**src/rtl/core/bes_pkg.sv**
```systemverilog
// Shared constants, types and codes for the Bezier easing sampler.
`timescale 1ns / 1ps
package bes_pkg;

  localparam int MAX_SEGMENTS = 8;
  localparam int BISECT_STEPS = 14;
  localparam int WORD_DEPTH   = 6 * MAX_SEGMENTS - 2;
  localparam int ADDR_W       = $clog2(WORD_DEPTH);
  localparam int SEG_W        = (MAX_SEGMENTS > 1) ? $clog2(MAX_SEGMENTS) : 1;
  localparam int CNT_W        = $clog2(MAX_SEGMENTS + 1);
  localparam int STEP_W       = $clog2(BISECT_STEPS);

  // Field widths
  localparam int COORD_W = 24;
  localparam int IDX_W   = 16;
  localparam int WIDX_W  = 6;

  // Divider widths: numerator ((i+1)<<16)+den/2, divisor count+1
  localparam int NUM_W = 33;
  localparam int DEN_W = 17;

  // Configuration port
  localparam int CFG_IDX_W  = 2;
  localparam int CFG_DATA_W = 16;
  localparam logic [CFG_IDX_W-1:0] CFG_SEGMENT_COUNT  = 2'd0;
  localparam logic [CFG_IDX_W-1:0] CFG_SAMPLE_COUNT   = 2'd1;
  localparam logic [CFG_IDX_W-1:0] CFG_INTEGER_OUTPUT = 2'd2;

  // Commands
  localparam logic CMD_WRITE  = 1'b0;
  localparam logic CMD_SAMPLE = 1'b1;

  typedef struct packed {
    logic start;
  } div_ctl_t;

  typedef struct packed {
    logic busy;
    logic done;
  } div_sts_t;

endpackage

```
**src/rtl/core/bes_div.sv**
```systemverilog
// Restoring divider, one quotient bit per cycle.
`timescale 1ns / 1ps
module bes_div (
  input  logic                        clk,
  input  logic                        rst_n,
  input  bes_pkg::div_ctl_t           ctl,
  input  logic [bes_pkg::NUM_W-1:0]   num,
  input  logic [bes_pkg::DEN_W-1:0]   den,
  output bes_pkg::div_sts_t           sts,
  output logic [bes_pkg::NUM_W-1:0]   quo
);

  localparam int BIT_W = $clog2(bes_pkg::NUM_W + 1);

  logic                        busy_r, done_r;
  logic [BIT_W-1:0]            cnt_r;
  logic [bes_pkg::NUM_W-1:0]   num_r, quo_r;
  logic [bes_pkg::DEN_W-1:0]   den_r, rem_r;
  logic [bes_pkg::DEN_W:0]     trial;
  logic                        fits;

  // shift in the next numerator bit and try the subtraction
  assign trial = {rem_r, num_r[bes_pkg::NUM_W-1]};
  assign fits  = trial >= {1'b0, den_r};

  // control
  always_ff @(posedge clk) begin
    if (!rst_n) begin
      busy_r <= 1'b0;
      done_r <= 1'b0;
      cnt_r  <= '0;
    end else begin
      done_r <= 1'b0;
      if (ctl.start) begin
        busy_r <= 1'b1;
        cnt_r  <= BIT_W'(bes_pkg::NUM_W);
      end else if (busy_r) begin
        cnt_r <= cnt_r - 1'b1;
        if (cnt_r == BIT_W'(1)) begin
          busy_r <= 1'b0;
          done_r <= 1'b1;
        end
      end
    end
  end

  // datapath
  always_ff @(posedge clk) begin
    if (ctl.start) begin
      num_r <= num;
      den_r <= den;
      rem_r <= '0;
      quo_r <= '0;
    end else if (busy_r) begin
      num_r <= {num_r[bes_pkg::NUM_W-2:0], 1'b0};
      quo_r <= {quo_r[bes_pkg::NUM_W-2:0], fits};
      rem_r <= fits ? bes_pkg::DEN_W'(trial - {1'b0, den_r}) : bes_pkg::DEN_W'(trial);
    end
  end

  assign sts.busy = busy_r;
  assign sts.done = done_r;
  assign quo      = quo_r;

endmodule

```
**config.mk**
```make
export PLATFORM = sky130hd
export DESIGN_NAME = bes_div
export DESIGN_NICKNAME = d
export VERILOG_FILES = /design/src/rtl/core/bes_pkg.sv /design/src/rtl/core/bes_div.sv
export SDC_FILE = /design/constraint.sdc
export NUM_CORES = 1
export LEC_CHECK = 0
export BUFFER_PORTS_ARGS = -buffer_cell sky130_fd_sc_hd__buf_2
export CAP_MARGIN = 20
export CORE_MARGIN = 2
export CORE_UTILIZATION = 60
export CTS_CLUSTER_SIZE = 10
export DETAILED_ROUTE_END_ITERATION = 6
export GPL_ROUTABILITY_DRIVEN = 0
export HOLD_SLACK_MARGIN = 0.08
export PLACE_DENSITY = 0.84
export SYNTH_ARGS = -nofsm -noshare
export SYNTH_HDL_FRONTEND = slang
export SYNTH_SLANG_ARGS = --single-unit
export TNS_END_PERCENT = 10
```
**constraint.sdc**
```tcl
create_clock -name clk -period 5.3 [get_ports clk]
set_input_delay 0.53 -clock clk [delete_from_list [all_inputs] [get_ports clk]]
set_output_delay 0.53 -clock clk [all_outputs]
set_load 0.1 [all_outputs]
```
==> report_table.html, run 1 <==
<table>
<tr><th>Metric</th><th>Value</th></tr>
<tr><th colspan="2">Floorplanning</th></tr>
<tr><td>Row count</td><td>33</td></tr>
<tr><td>Die Footprint</td><td>0.00935 mm^2</td></tr>
<tr><td>Die extent in y</td><td>96.7 um</td></tr>
<tr><td>Core Box Area</td><td>0.00826 mm^2</td></tr>
<tr><td>Starting density of the core</td><td>62.5%</td></tr>
<tr><td>Number of top-level design ports</td><td>between 80 and 90</td></tr>
<tr><td>Die Width</td><td>96.7 um</td></tr>
<tr><th colspan="2">GRT</th></tr>
<tr><td>Initial antenna violation count</td><td>0</td></tr>
<tr><td>Number of global-route vias before repair</td><td>3578</td></tr>
<tr><td>Wire length of the first global-routing pass</td><td>16600 um</td></tr>
<tr><td>Pin count of the biggest net entering global routing</td><td>between 90 and 100</td></tr>
<tr><td>All-Layer GR Usage</td><td>roughly 22%</td></tr>
<tr><td>GRT overflow</td><td>0</td></tr>
<tr><th colspan="2">Setup path</th></tr>
<tr><td>Worst r2r dst</td><td>rem_r[6]</td></tr>
<tr><td>Cell family with most CP delay</td><td>compound AO/OA/AOI/OAI gates</td></tr>
<tr><td>Peak per-stage delay on the critical path</td><td>0.40 ns</td></tr>
<tr><td>Category of the most critical setup path</td><td>reg -&gt; reg</td></tr>
<tr><td>Worst r2r path cells</td><td>10</td></tr>
<tr><td>Arrival time of data at the critical path endpoint</td><td>about 3.0 ns</td></tr>
<tr><td>Worst-path maximum fanout</td><td>22</td></tr>
<tr><td>Instance count on the critical path</td><td>10</td></tr>
<tr><td>Crit path buffers/inverters</td><td>2</td></tr>
<tr><td>CP startpoint kind</td><td>flop</td></tr>
<tr><td>Required @ worst endpoint</td><td>approximately 5.5 ns</td></tr>
<tr><td>Critical Path Slowest Stage Cell</td><td>edfxtp_1</td></tr>
<tr><td>Flop-to-flop setup slack</td><td>2.51 ns</td></tr>
<tr><td>Critical path capture point type</td><td>flop</td></tr>
<tr><td>Cell repeated most along the worst path</td><td>inv_1</td></tr>
<tr><td>Critical-path cell list</td><td>inv_1 &gt; ha_1 &gt; inv_1 &gt; fa_1 &gt; a21o_2 &gt; a221oi_2 &gt; a21o_1 &gt; and2_4 &gt; mux2i_1 &gt; a211oi_1</td></tr>
<tr><td>Start of the worst register-to-register path</td><td>num_r[32]</td></tr>
<tr><th colspan="2">Min path</th></tr>
<tr><td>Worst Hold Launch</td><td>den[14]</td></tr>
<tr><td>Endpoint, Worst Hold</td><td>den_r[14]</td></tr>
<tr><td>Instance count along the most critical hold path</td><td>1</td></tr>
<tr><td>Worst hold-check path type</td><td>in -&gt; reg</td></tr>
<tr><th colspan="2">Clock network</th></tr>
<tr><td>Number of buffers added to fix hold violations after cts</td><td>0</td></tr>
<tr><td>Number of gates resized after CTS</td><td>0</td></tr>
<tr><td>Master cell of the clock root buffer</td><td>clkbuf_8</td></tr>
<tr><td>Insertion delay of the later-clocked pin in the worst-skew pair</td><td>0.37 ns</td></tr>
<tr><td>Setup fix buffers added after clock tree synthesis</td><td>0</td></tr>
<tr><td>CTS tree</td><td>yes</td></tr>
<tr><td>Clock slew seen by the registers of the worst setup and hold paths</td><td>0.11 ns</td></tr>
<tr><td>Clock sink count</td><td>108</td></tr>
<tr><td>Worst-case clock buffer depth</td><td>2</td></tr>
<tr><td>H-tree depth reported by CTS</td><td>3</td></tr>
<tr><td>Clock buffers created by TritonCTS</td><td>9</td></tr>
<tr><th colspan="2">STA</th></tr>
<tr><td>Fmax achieved</td><td>around 0.36 GHz</td></tr>
<tr><td>Final count of pins violating max slew</td><td>0</td></tr>
<tr><td>Post-Route Skew</td><td>slightly above 0.01 ns</td></tr>
<tr><td>Setup TNS</td><td>0 ns</td></tr>
<tr><td>Relative max-transition margin</td><td>28.5%</td></tr>
<tr><td>Final period demand of the worst path</td><td>2.79 ns</td></tr>
<tr><td>Minimum hold slack</td><td>0.324 ns</td></tr>
<tr><td>Setup violations, final</td><td>0</td></tr>
<tr><td>Part of the cycle the worst path needs</td><td>52.6%</td></tr>
<tr><td>Setup repair after global routing missed its margin</td><td>no</td></tr>
<tr><td>Pin slew with the least headroom to its limit</td><td>1.07 ns</td></tr>
<tr><td>Count of final hold-check violations</td><td>0</td></tr>
<tr><th colspan="2">Yosys</th></tr>
<tr><td>Share of synthesized cell area in full adder, half adder and majority cells</td><td>roughly 5%</td></tr>
<tr><td>Area share of and/or/nand/nor cells after synthesis</td><td>about a tenth</td></tr>
<tr><td>Mapped Nets</td><td>between 500 and 600</td></tr>
<tr><td>Share of synthesized flip-flops with an asynchronous set or reset</td><td>0%</td></tr>
<tr><td>Multiplexer share of the synthesized area</td><td>approximately 15%</td></tr>
<tr><td>Mean cell area of the mapped netlist</td><td>around 11 um^2</td></tr>
<tr><td>Complex-gate fraction of the synthesized area</td><td>10.7%</td></tr>
<tr><td>Number of warnings reported in the yosys synthesis log</td><td>0</td></tr>
<tr><td>Flip-flop cell with the highest count after synthesis</td><td>dfxtp_1</td></tr>
<tr><td>Syn Inst Count</td><td>approximately 450</td></tr>
<tr><td>Area of the mapped netlist</td><td>between 0.005 and 0.006 mm^2</td></tr>
<tr><td>Count of different cell masters after synthesis</td><td>48</td></tr>
<tr><td>Post-synthesis sequential element count</td><td>108</td></tr>
<tr><td>Cell type with the largest total area after synthesis</td><td>edfxtp_1</td></tr>
<tr><td>Count of flip-flops with a built-in enable after synthesis</td><td>50</td></tr>
<tr><td>Combinational family with the most area after synthesis</td><td>multiplexers</td></tr>
<tr><td>Cell types occupying the most area after synthesis</td><td>edfxtp_1, dfxtp_1, mux2i_1, mux2_2, ha_1</td></tr>
<tr><td>Post-synth top area share</td><td>29.1%</td></tr>
<tr><td>Seq/Total Area, Yosys</td><td>51.6%</td></tr>
<tr><td>Synthesized-area fraction occupied by xor and xnor cells</td><td>2.72%</td></tr>
<tr><th colspan="2">Place</th></tr>
<tr><td>Input/output buffers</td><td>87</td></tr>
<tr><td>Final HPWL DP</td><td>6820 um</td></tr>
<tr><td>Cells after DPL</td><td>623</td></tr>
<tr><th colspan="2">Drt</th></tr>
<tr><td>Residual antenna-violating net count after detailed routing</td><td>0</td></tr>
<tr><td>Total iterations of the first detailed-routing run</td><td>4</td></tr>
<tr><td>Total number of vias</td><td>3586</td></tr>
<tr><td>DRC violation total after the first TritonRoute iteration</td><td>161</td></tr>
<tr><td>WL per Instance</td><td>15.2 um</td></tr>
<tr><td>Post-detailed-route DRC marker count</td><td>0</td></tr>
<tr><td>Final Routed Wirelength</td><td>roughly 9700 um</td></tr>
<tr><td>Vias per std cell</td><td>roughly 5.6</td></tr>
<tr><th colspan="2">Power and ir drop</th></tr>
<tr><td>Combinational power share</td><td>14.6%</td></tr>
<tr><td>Part of the total power dissipated in the clock network</td><td>about 30%</td></tr>
<tr><td>Total power divided by cell area</td><td>295 mW/mm^2</td></tr>
<tr><td>Switching power summed over all nets</td><td>463 uW</td></tr>
<tr><td>Largest voltage drop on the vdd net</td><td>0.000199 V</td></tr>
<tr><td>Static power due to leakage</td><td>2.51 nW</td></tr>
<tr><td>Cell Int Power</td><td>1.25 mW</td></tr>
<tr><td>Net switching fraction of the power</td><td>between 20 and 30%</td></tr>
<tr><td>Relative contribution of sequential cells to total power</td><td>between 50% and 60%</td></tr>
<tr><th colspan="2">Layout</th></tr>
<tr><td>Fraction of layout instances using a drive strength above 1</td><td>28.1%</td></tr>
<tr><td>Commonest cells after routing, fill and taps aside</td><td>buf_2, dfxtp_1, nor2_1</td></tr>
<tr><td>Final layout net count</td><td>602</td></tr>
<tr><td>Final core utilization</td><td>70.2%</td></tr>
<tr><td>Final Non-Filler Cells</td><td>639</td></tr>
<tr><td>Leading cell type in the layout, fill and taps excluded</td><td>buf_2</td></tr>
<tr><td>Area growth syn-to-layout</td><td>12.3%</td></tr>
<tr><td>Final-layout fill cell count</td><td>619</td></tr>
<tr><td>Number of antenna repair diodes</td><td>0</td></tr>
<tr><th colspan="2">Flow run</th></tr>
<tr><td>Max-capacitance violation count</td><td>0</td></tr>
<tr><th colspan="2">Outcome</th></tr>
<tr><td>Result of the run</td><td>finished clean</td></tr>
</table>
area by class of cell:
cell class / instances / area, um^2 / area share (%)
inverters: 24 / 90.1 / 1.56
clock inverters: 6 / 60.1 / 1.04
well taps: 105 / 131 / 2.27
repair buffers: 90 / 480 / 8.29
clock buffers: 10 / 149 / 2.57
multi-input cells: 296 / 2220 / 38.3
flip-flops and latches: 108 / 2660 / 46.0
state kept, by name (all words and copies together), names as in the netlist:
register and flops:
num_r 33, quo 33, den_r 17, rem_r 17
cnt_r 6, busy_r 1, done_r 1
stage by stage:
step | power, mW | instance area (um^2) | setup slack, ns
final | 1.71 | 5790 | 2.51
after global routing | 1.78 | 5790 | 2.35
after CTS | 1.72 | 5790 | 2.51
after detailed placement | 1.21 | 5580 | 2.53
after global placement | 1.20 | 5560 | 2.67
after floorplan | 1.16 | 5160 | 2.80
per-layer routing:
metal | wire, um | share of wire, % | track usage (%)
met3 | 457 | 4.7 | 5.35
met4 | 245 | 2.5 | 8.78
met1 | 4210 | 43 | 26.4
met5 | 0 | 0 | 0
met2 | 4790 | 49 | 36.5
worst max path at each step:
| stage | startpoint | endpoint | slack [ns] |
|---|---|---|---|
| 6_report | num_r[32] | rem_r[6] | 2.51 |
| 5_1_grt | num_r[32] | rem_r[5] | 2.35 |
| 4_1_cts | num_r[32] | rem_r[6] | 2.51 |
| 3_5_place_dp | num_r[32] | rem_r[6] | 2.53 |
| 3_3_place_gp | num_r[32] | rem_r[1] | 2.67 |
| 2_1_floorplan | num_r[32] | rem_r[12] | 2.80 |
cells in the mapped netlist (2+ instances only):
cell type,count
dfxtp_1,58
nor2_1,53
edfxtp_1,50
mux2i_1,42
mux2_2,32
inv_1,24
nand2_1,24
a21oi_1,19
ha_1,19
o21ai_0,12
a211oi_1,8
clkbuf_1,8
xnor2_1,8
xor2_1,8
a32oi_1,7
nand2b_1,7
buf_6,6
o21a_1,6
o21ai_1,5
a21o_1,4
clkbuf_8,4
nand4_1,4
nor3_1,4
a31oi_1,3
buf_1,3
buf_4,3
or4_1,3
a211o_1,2
a21o_2,2
a311oi_2,2
and3_2,2
nand3_1,2
nor4_1,2
o211ai_1,2
logic make-up (layout without fill, tap and decap cells):
family                     count (synthesis)  in the layout
buffers and inverters                     48            130
adders and majority gates                 20             20
xor gates and xnor gates                  16             16
DFF                                      108            108
AOI/OAI and AO/OA                         79             79
muxes                                     74             74
and+or+nand+nor                          107            107
power groups by stage:
stage	registers (mW)	clock network, mW	logic (mW)
6_report	0.947	0.514	0.249
3_5_place_dp	0.966	0	0.247
2_1_floorplan	0.966	0	0.189
3_3_place_gp	0.965	0	0.237
4_1_cts	0.948	0.525	0.249
5_1_grt	0.953	0.553	0.277
Note: power is estimated with default switching activity, not from simulation.
==> inputs of run 2 (changes only) <==
Settings changed: CORE_UTILIZATION 60 to 51, PLACE_DENSITY 0.84 to 0.76.
Clock period 5.3 ns to 2.3 ns, I/O delays scaled along.
==> run 2 against run 1 <==
  * The run now ends with negative setup slack left
  * Total power is 130% higher
  * Register-to-register slack worse by 2.6 ns
  * Wire length rose by 10%
  * Critical path depth fell by 2
  * Largest cell class unchanged
  * Largest power group unchanged
  * First-iteration DRC count down 5.0%
  * Clock skew rose by 0.0029 ns
==> report_table.html, run 2 (synthesis results as in run 1) <==
<table>
<tr><th>Metric</th><th>Value</th></tr>
<tr><th colspan="2">Outcome</th></tr>
<tr><td>Result of the run</td><td>finished with violations</td></tr>
<tr><td>Violated checks</td><td>negative setup slack</td></tr>
<tr><th colspan="2">Floorplanning</th></tr>
<tr><td>Starting density of the core</td><td>52.8% (-9.7 points)</td></tr>
<tr><td>Number of top-level design ports</td><td>88 (unchanged)</td></tr>
<tr><td>Die Footprint</td><td>0.0109 mm^2 (+17%)</td></tr>
<tr><td>Core Box Area</td><td>0.00977 mm^2 (+18%)</td></tr>
<tr><td>Die extent in y</td><td>105 um (+8.1%)</td></tr>
<tr><td>Die Width</td><td>105 um (+8.1%)</td></tr>
<tr><td>Row count</td><td>36 (+9.1%)</td></tr>
<tr><th colspan="2">Power and ir drop</th></tr>
<tr><td>Switching power summed over all nets</td><td>1.06 mW (+130%)</td></tr>
<tr><td>Part of the total power dissipated in the clock network</td><td>27.1% (-3.0 points)</td></tr>
<tr><td>Total power divided by cell area</td><td>619 mW/mm^2 (+110%)</td></tr>
<tr><td>Total power</td><td>3.93 mW (+130%)</td></tr>
<tr><td>Combinational power share</td><td>17.3% (+2.7 points)</td></tr>
<tr><td>Relative contribution of sequential cells to total power</td><td>55.6% (+0.2 points)</td></tr>
<tr><td>Largest voltage drop on the vdd net</td><td>0.000724 V (+260%)</td></tr>
<tr><td>Cell Int Power</td><td>2.87 mW (+130%)</td></tr>
<tr><td>Net switching fraction of the power</td><td>26.9% (-0.13 points)</td></tr>
<tr><td>Static power due to leakage</td><td>2.77 nW (+10%)</td></tr>
<tr><th colspan="2">Drt</th></tr>
<tr><td>Final Routed Wirelength</td><td>10700 um (+10%)</td></tr>
<tr><td>Vias per std cell</td><td>5.23 (-6.8%)</td></tr>
<tr><td>WL per Instance</td><td>14.7 um (-3.4%)</td></tr>
<tr><td>Total number of vias</td><td>3812 (+6.3%)</td></tr>
<tr><td>Post-detailed-route DRC marker count</td><td>0 (unchanged)</td></tr>
<tr><td>Total iterations of the first detailed-routing run</td><td>4 (unchanged)</td></tr>
<tr><td>DRC violation total after the first TritonRoute iteration</td><td>153 (-5.0%)</td></tr>
<tr><td>Residual antenna-violating net count after detailed routing</td><td>0 (unchanged)</td></tr>
<tr><th colspan="2">STA</th></tr>
<tr><td>Setup repair after global routing missed its margin</td><td>yes</td></tr>
<tr><td>Final WS setup</td><td>-0.101 ns (-2.62 ns)</td></tr>
<tr><td>Count of final hold-check violations</td><td>0 (unchanged)</td></tr>
<tr><td>Setup violations, final</td><td>14 (+14)</td></tr>
<tr><td>Pin slew with the least headroom to its limit</td><td>0.694 ns (-0.378 ns)</td></tr>
<tr><td>Post-Route Skew</td><td>0.0132 ns (+0.00294 ns)</td></tr>
<tr><td>Final period demand of the worst path</td><td>2.40 ns (-0.385 ns)</td></tr>
<tr><td>Final count of pins violating max slew</td><td>0 (unchanged)</td></tr>
<tr><td>Relative max-transition margin</td><td>53.6% (+25 points)</td></tr>
<tr><td>Setup TNS</td><td>-0.711 ns (-0.711 ns)</td></tr>
<tr><td>Part of the cycle the worst path needs</td><td>104% (+52 points)</td></tr>
<tr><td>Fmax achieved</td><td>0.417 GHz (+16%)</td></tr>
<tr><th colspan="2">Layout</th></tr>
<tr><td>Fraction of layout instances using a drive strength above 1</td><td>33.2% (+5.1 points)</td></tr>
<tr><td>Final layout net count</td><td>664 (+10%)</td></tr>
<tr><td>Commonest cells after routing, fill and taps aside</td><td>buf_2, dfxtp_1, nor2_1</td></tr>
<tr><td>Final instance area</td><td>0.00634 mm^2 (+9.5%)</td></tr>
<tr><td>Final Non-Filler Cells</td><td>729 (+14%)</td></tr>
<tr><td>Leading cell type in the layout, fill and taps excluded</td><td>buf_2</td></tr>
<tr><td>Number of antenna repair diodes</td><td>0 (unchanged)</td></tr>
<tr><td>Area growth syn-to-layout</td><td>23.0%</td></tr>
<tr><th colspan="2">GRT</th></tr>
<tr><td>GRT overflow</td><td>0 (unchanged)</td></tr>
<tr><td>Number of global-route vias before repair</td><td>3879 (+8.4%)</td></tr>
<tr><td>Wire length of the first global-routing pass</td><td>17900 um (+8.2%)</td></tr>
<tr><td>Pin count of the biggest net entering global routing</td><td>47 (-52%)</td></tr>
<tr><td>Initial antenna violation count</td><td>0 (unchanged)</td></tr>
<tr><td>All-Layer GR Usage</td><td>20.6% (-1.0 points)</td></tr>
<tr><th colspan="2">Setup path</th></tr>
<tr><td>Critical path capture point type</td><td>flop</td></tr>
<tr><td>CP startpoint kind</td><td>flop</td></tr>
<tr><td>Critical Path Slowest Stage Cell</td><td>or4_4</td></tr>
<tr><td>Category of the most critical setup path</td><td>reg -&gt; reg</td></tr>
<tr><td>Peak per-stage delay on the critical path</td><td>0.50 ns (+0.10 ns)</td></tr>
<tr><td>Critical-path cell list</td><td>inv_1 &gt; ha_1 &gt; nand4_1 &gt; or4_4 &gt; a21o_1 &gt; and2_4 &gt; or3_4 &gt; a311oi_2</td></tr>
<tr><td>Required @ worst endpoint</td><td>2.62 ns (-2.89 ns)</td></tr>
<tr><td>Arrival time of data at the critical path endpoint</td><td>2.72 ns (-0.27 ns)</td></tr>
<tr><td>Worst-path maximum fanout</td><td>5 (-77%)</td></tr>
<tr><th colspan="2">Min path</th></tr>
<tr><td>Worst hold-check path type</td><td>in -&gt; reg</td></tr>
<tr><th colspan="2">Clock network</th></tr>
<tr><td>Clock sink count</td><td>108 (unchanged)</td></tr>
<tr><td>Insertion delay of the later-clocked pin in the worst-skew pair</td><td>0.39 ns (+0.02 ns)</td></tr>
<tr><td>H-tree depth reported by CTS</td><td>3 (unchanged)</td></tr>
<tr><td>CTS tree</td><td>yes</td></tr>
<tr><td>Worst-case clock buffer depth</td><td>2 (unchanged)</td></tr>
<tr><td>Master cell of the clock root buffer</td><td>clkbuf_8</td></tr>
<tr><td>Clock slew seen by the registers of the worst setup and hold paths</td><td>0.11 ns (about the same)</td></tr>
<tr><td>Clock buffers created by TritonCTS</td><td>9 (unchanged)</td></tr>
<tr><th colspan="2">Place</th></tr>
<tr><td>Final HPWL DP</td><td>7400 um (+8.4%)</td></tr>
<tr><td>Post-Place Cell Area</td><td>0.00591 mm^2 (+5.8%)</td></tr>
<tr><td>Worst-case setup slack after placement</td><td>-0.141 ns (-2.68 ns)</td></tr>
<tr><td>Cells after DPL</td><td>689 (+11%)</td></tr>
<tr><td>Input/output buffers</td><td>87 (unchanged)</td></tr>
<tr><th colspan="2">Flow run</th></tr>
<tr><td>Max-capacitance violation count</td><td>0 (unchanged)</td></tr>
</table>
[run 2: layout make-up]
cell class	count	area [um^2]
inverters	24	90.1
clock buffers	11	131
multi-input cells	299	2290
clock inverters	5	37.5
repair buffers	149	961
well taps	133	166
flip-flops and latches	108	2660
fillers	795	3430
[run 2: power groups by stage]
stage	sequential [mW]	combinational, mW	clock (mW)
floorplan	2.23	0.442	0
global placement	2.22	0.629	0
detailed placement	2.23	0.643	0
CTS	2.18	0.681	1.10
global route	2.20	0.751	1.18
finish	2.18	0.681	1.06
[run 2: critical path: cells and delay by family (launching register included)]
kind | cells | cell delay, ns
buffers and inverters | 1 | 0.04
flip-flops | 1 | 0.34
adder cells (fa/ha/maj) | 1 | 0.28
AND/OR/NAND/NOR | 4 | 1.25
AO/OA/AOI/OAI | 2 | 0.41
[run 2: stage by stage]
| step | hold slack [ns] | util [%] |
|---|---|---|
| 2_1_floorplan | 0.329 | - |
| 3_5_place_dp | 0.408 | 60.5 |
| 4_1_cts | 0.108 | 64.7 |
| 6_report | 0.132 | 64.9 |
| 3_3_place_gp | 0.408 | 60.5 |
| 5_1_grt | 0.108 | 64.9 |
[run 2: path summary, 6_finish.rpt]
check / start / end / slack [ns] / cells past startpoint
worst min-delay path: num[4] / num_r[4] / 0.13 / 2
worst min register to register: rem_r[2] / rem_r[2] / 0.49 / 2
worst max-delay path: den_r[13] / rem_r[9] / -0.10 / 8
worst max register to register: den_r[13] / rem_r[9] / -0.10 / 8
[run 2: timing repair]
item / in CTS / in global routing
buffers inserted: 3 / 0
gates resized for setup: 7 / 2
hold endpoints to repair: 19 / 0
pin swaps: 5 / 4
setup endpoints to repair: 17 / 18
hold buffers: 18 / 0
gates cloned: 3 / 0
[run 2: metal layers]
| metal | global-route usage [%] | vias up | share of wire (%) |
|---|---|---|---|
| met2 | 34.8 | 86 | 50 |
| li1 | - | 1903 | - |
| met4 | 7.05 | 0 | 1.1 |
| met3 | 6.49 | 9 | 5.3 |
| met5 | 0 | - | 0 |
| met1 | 24.8 | 1814 | 44 |
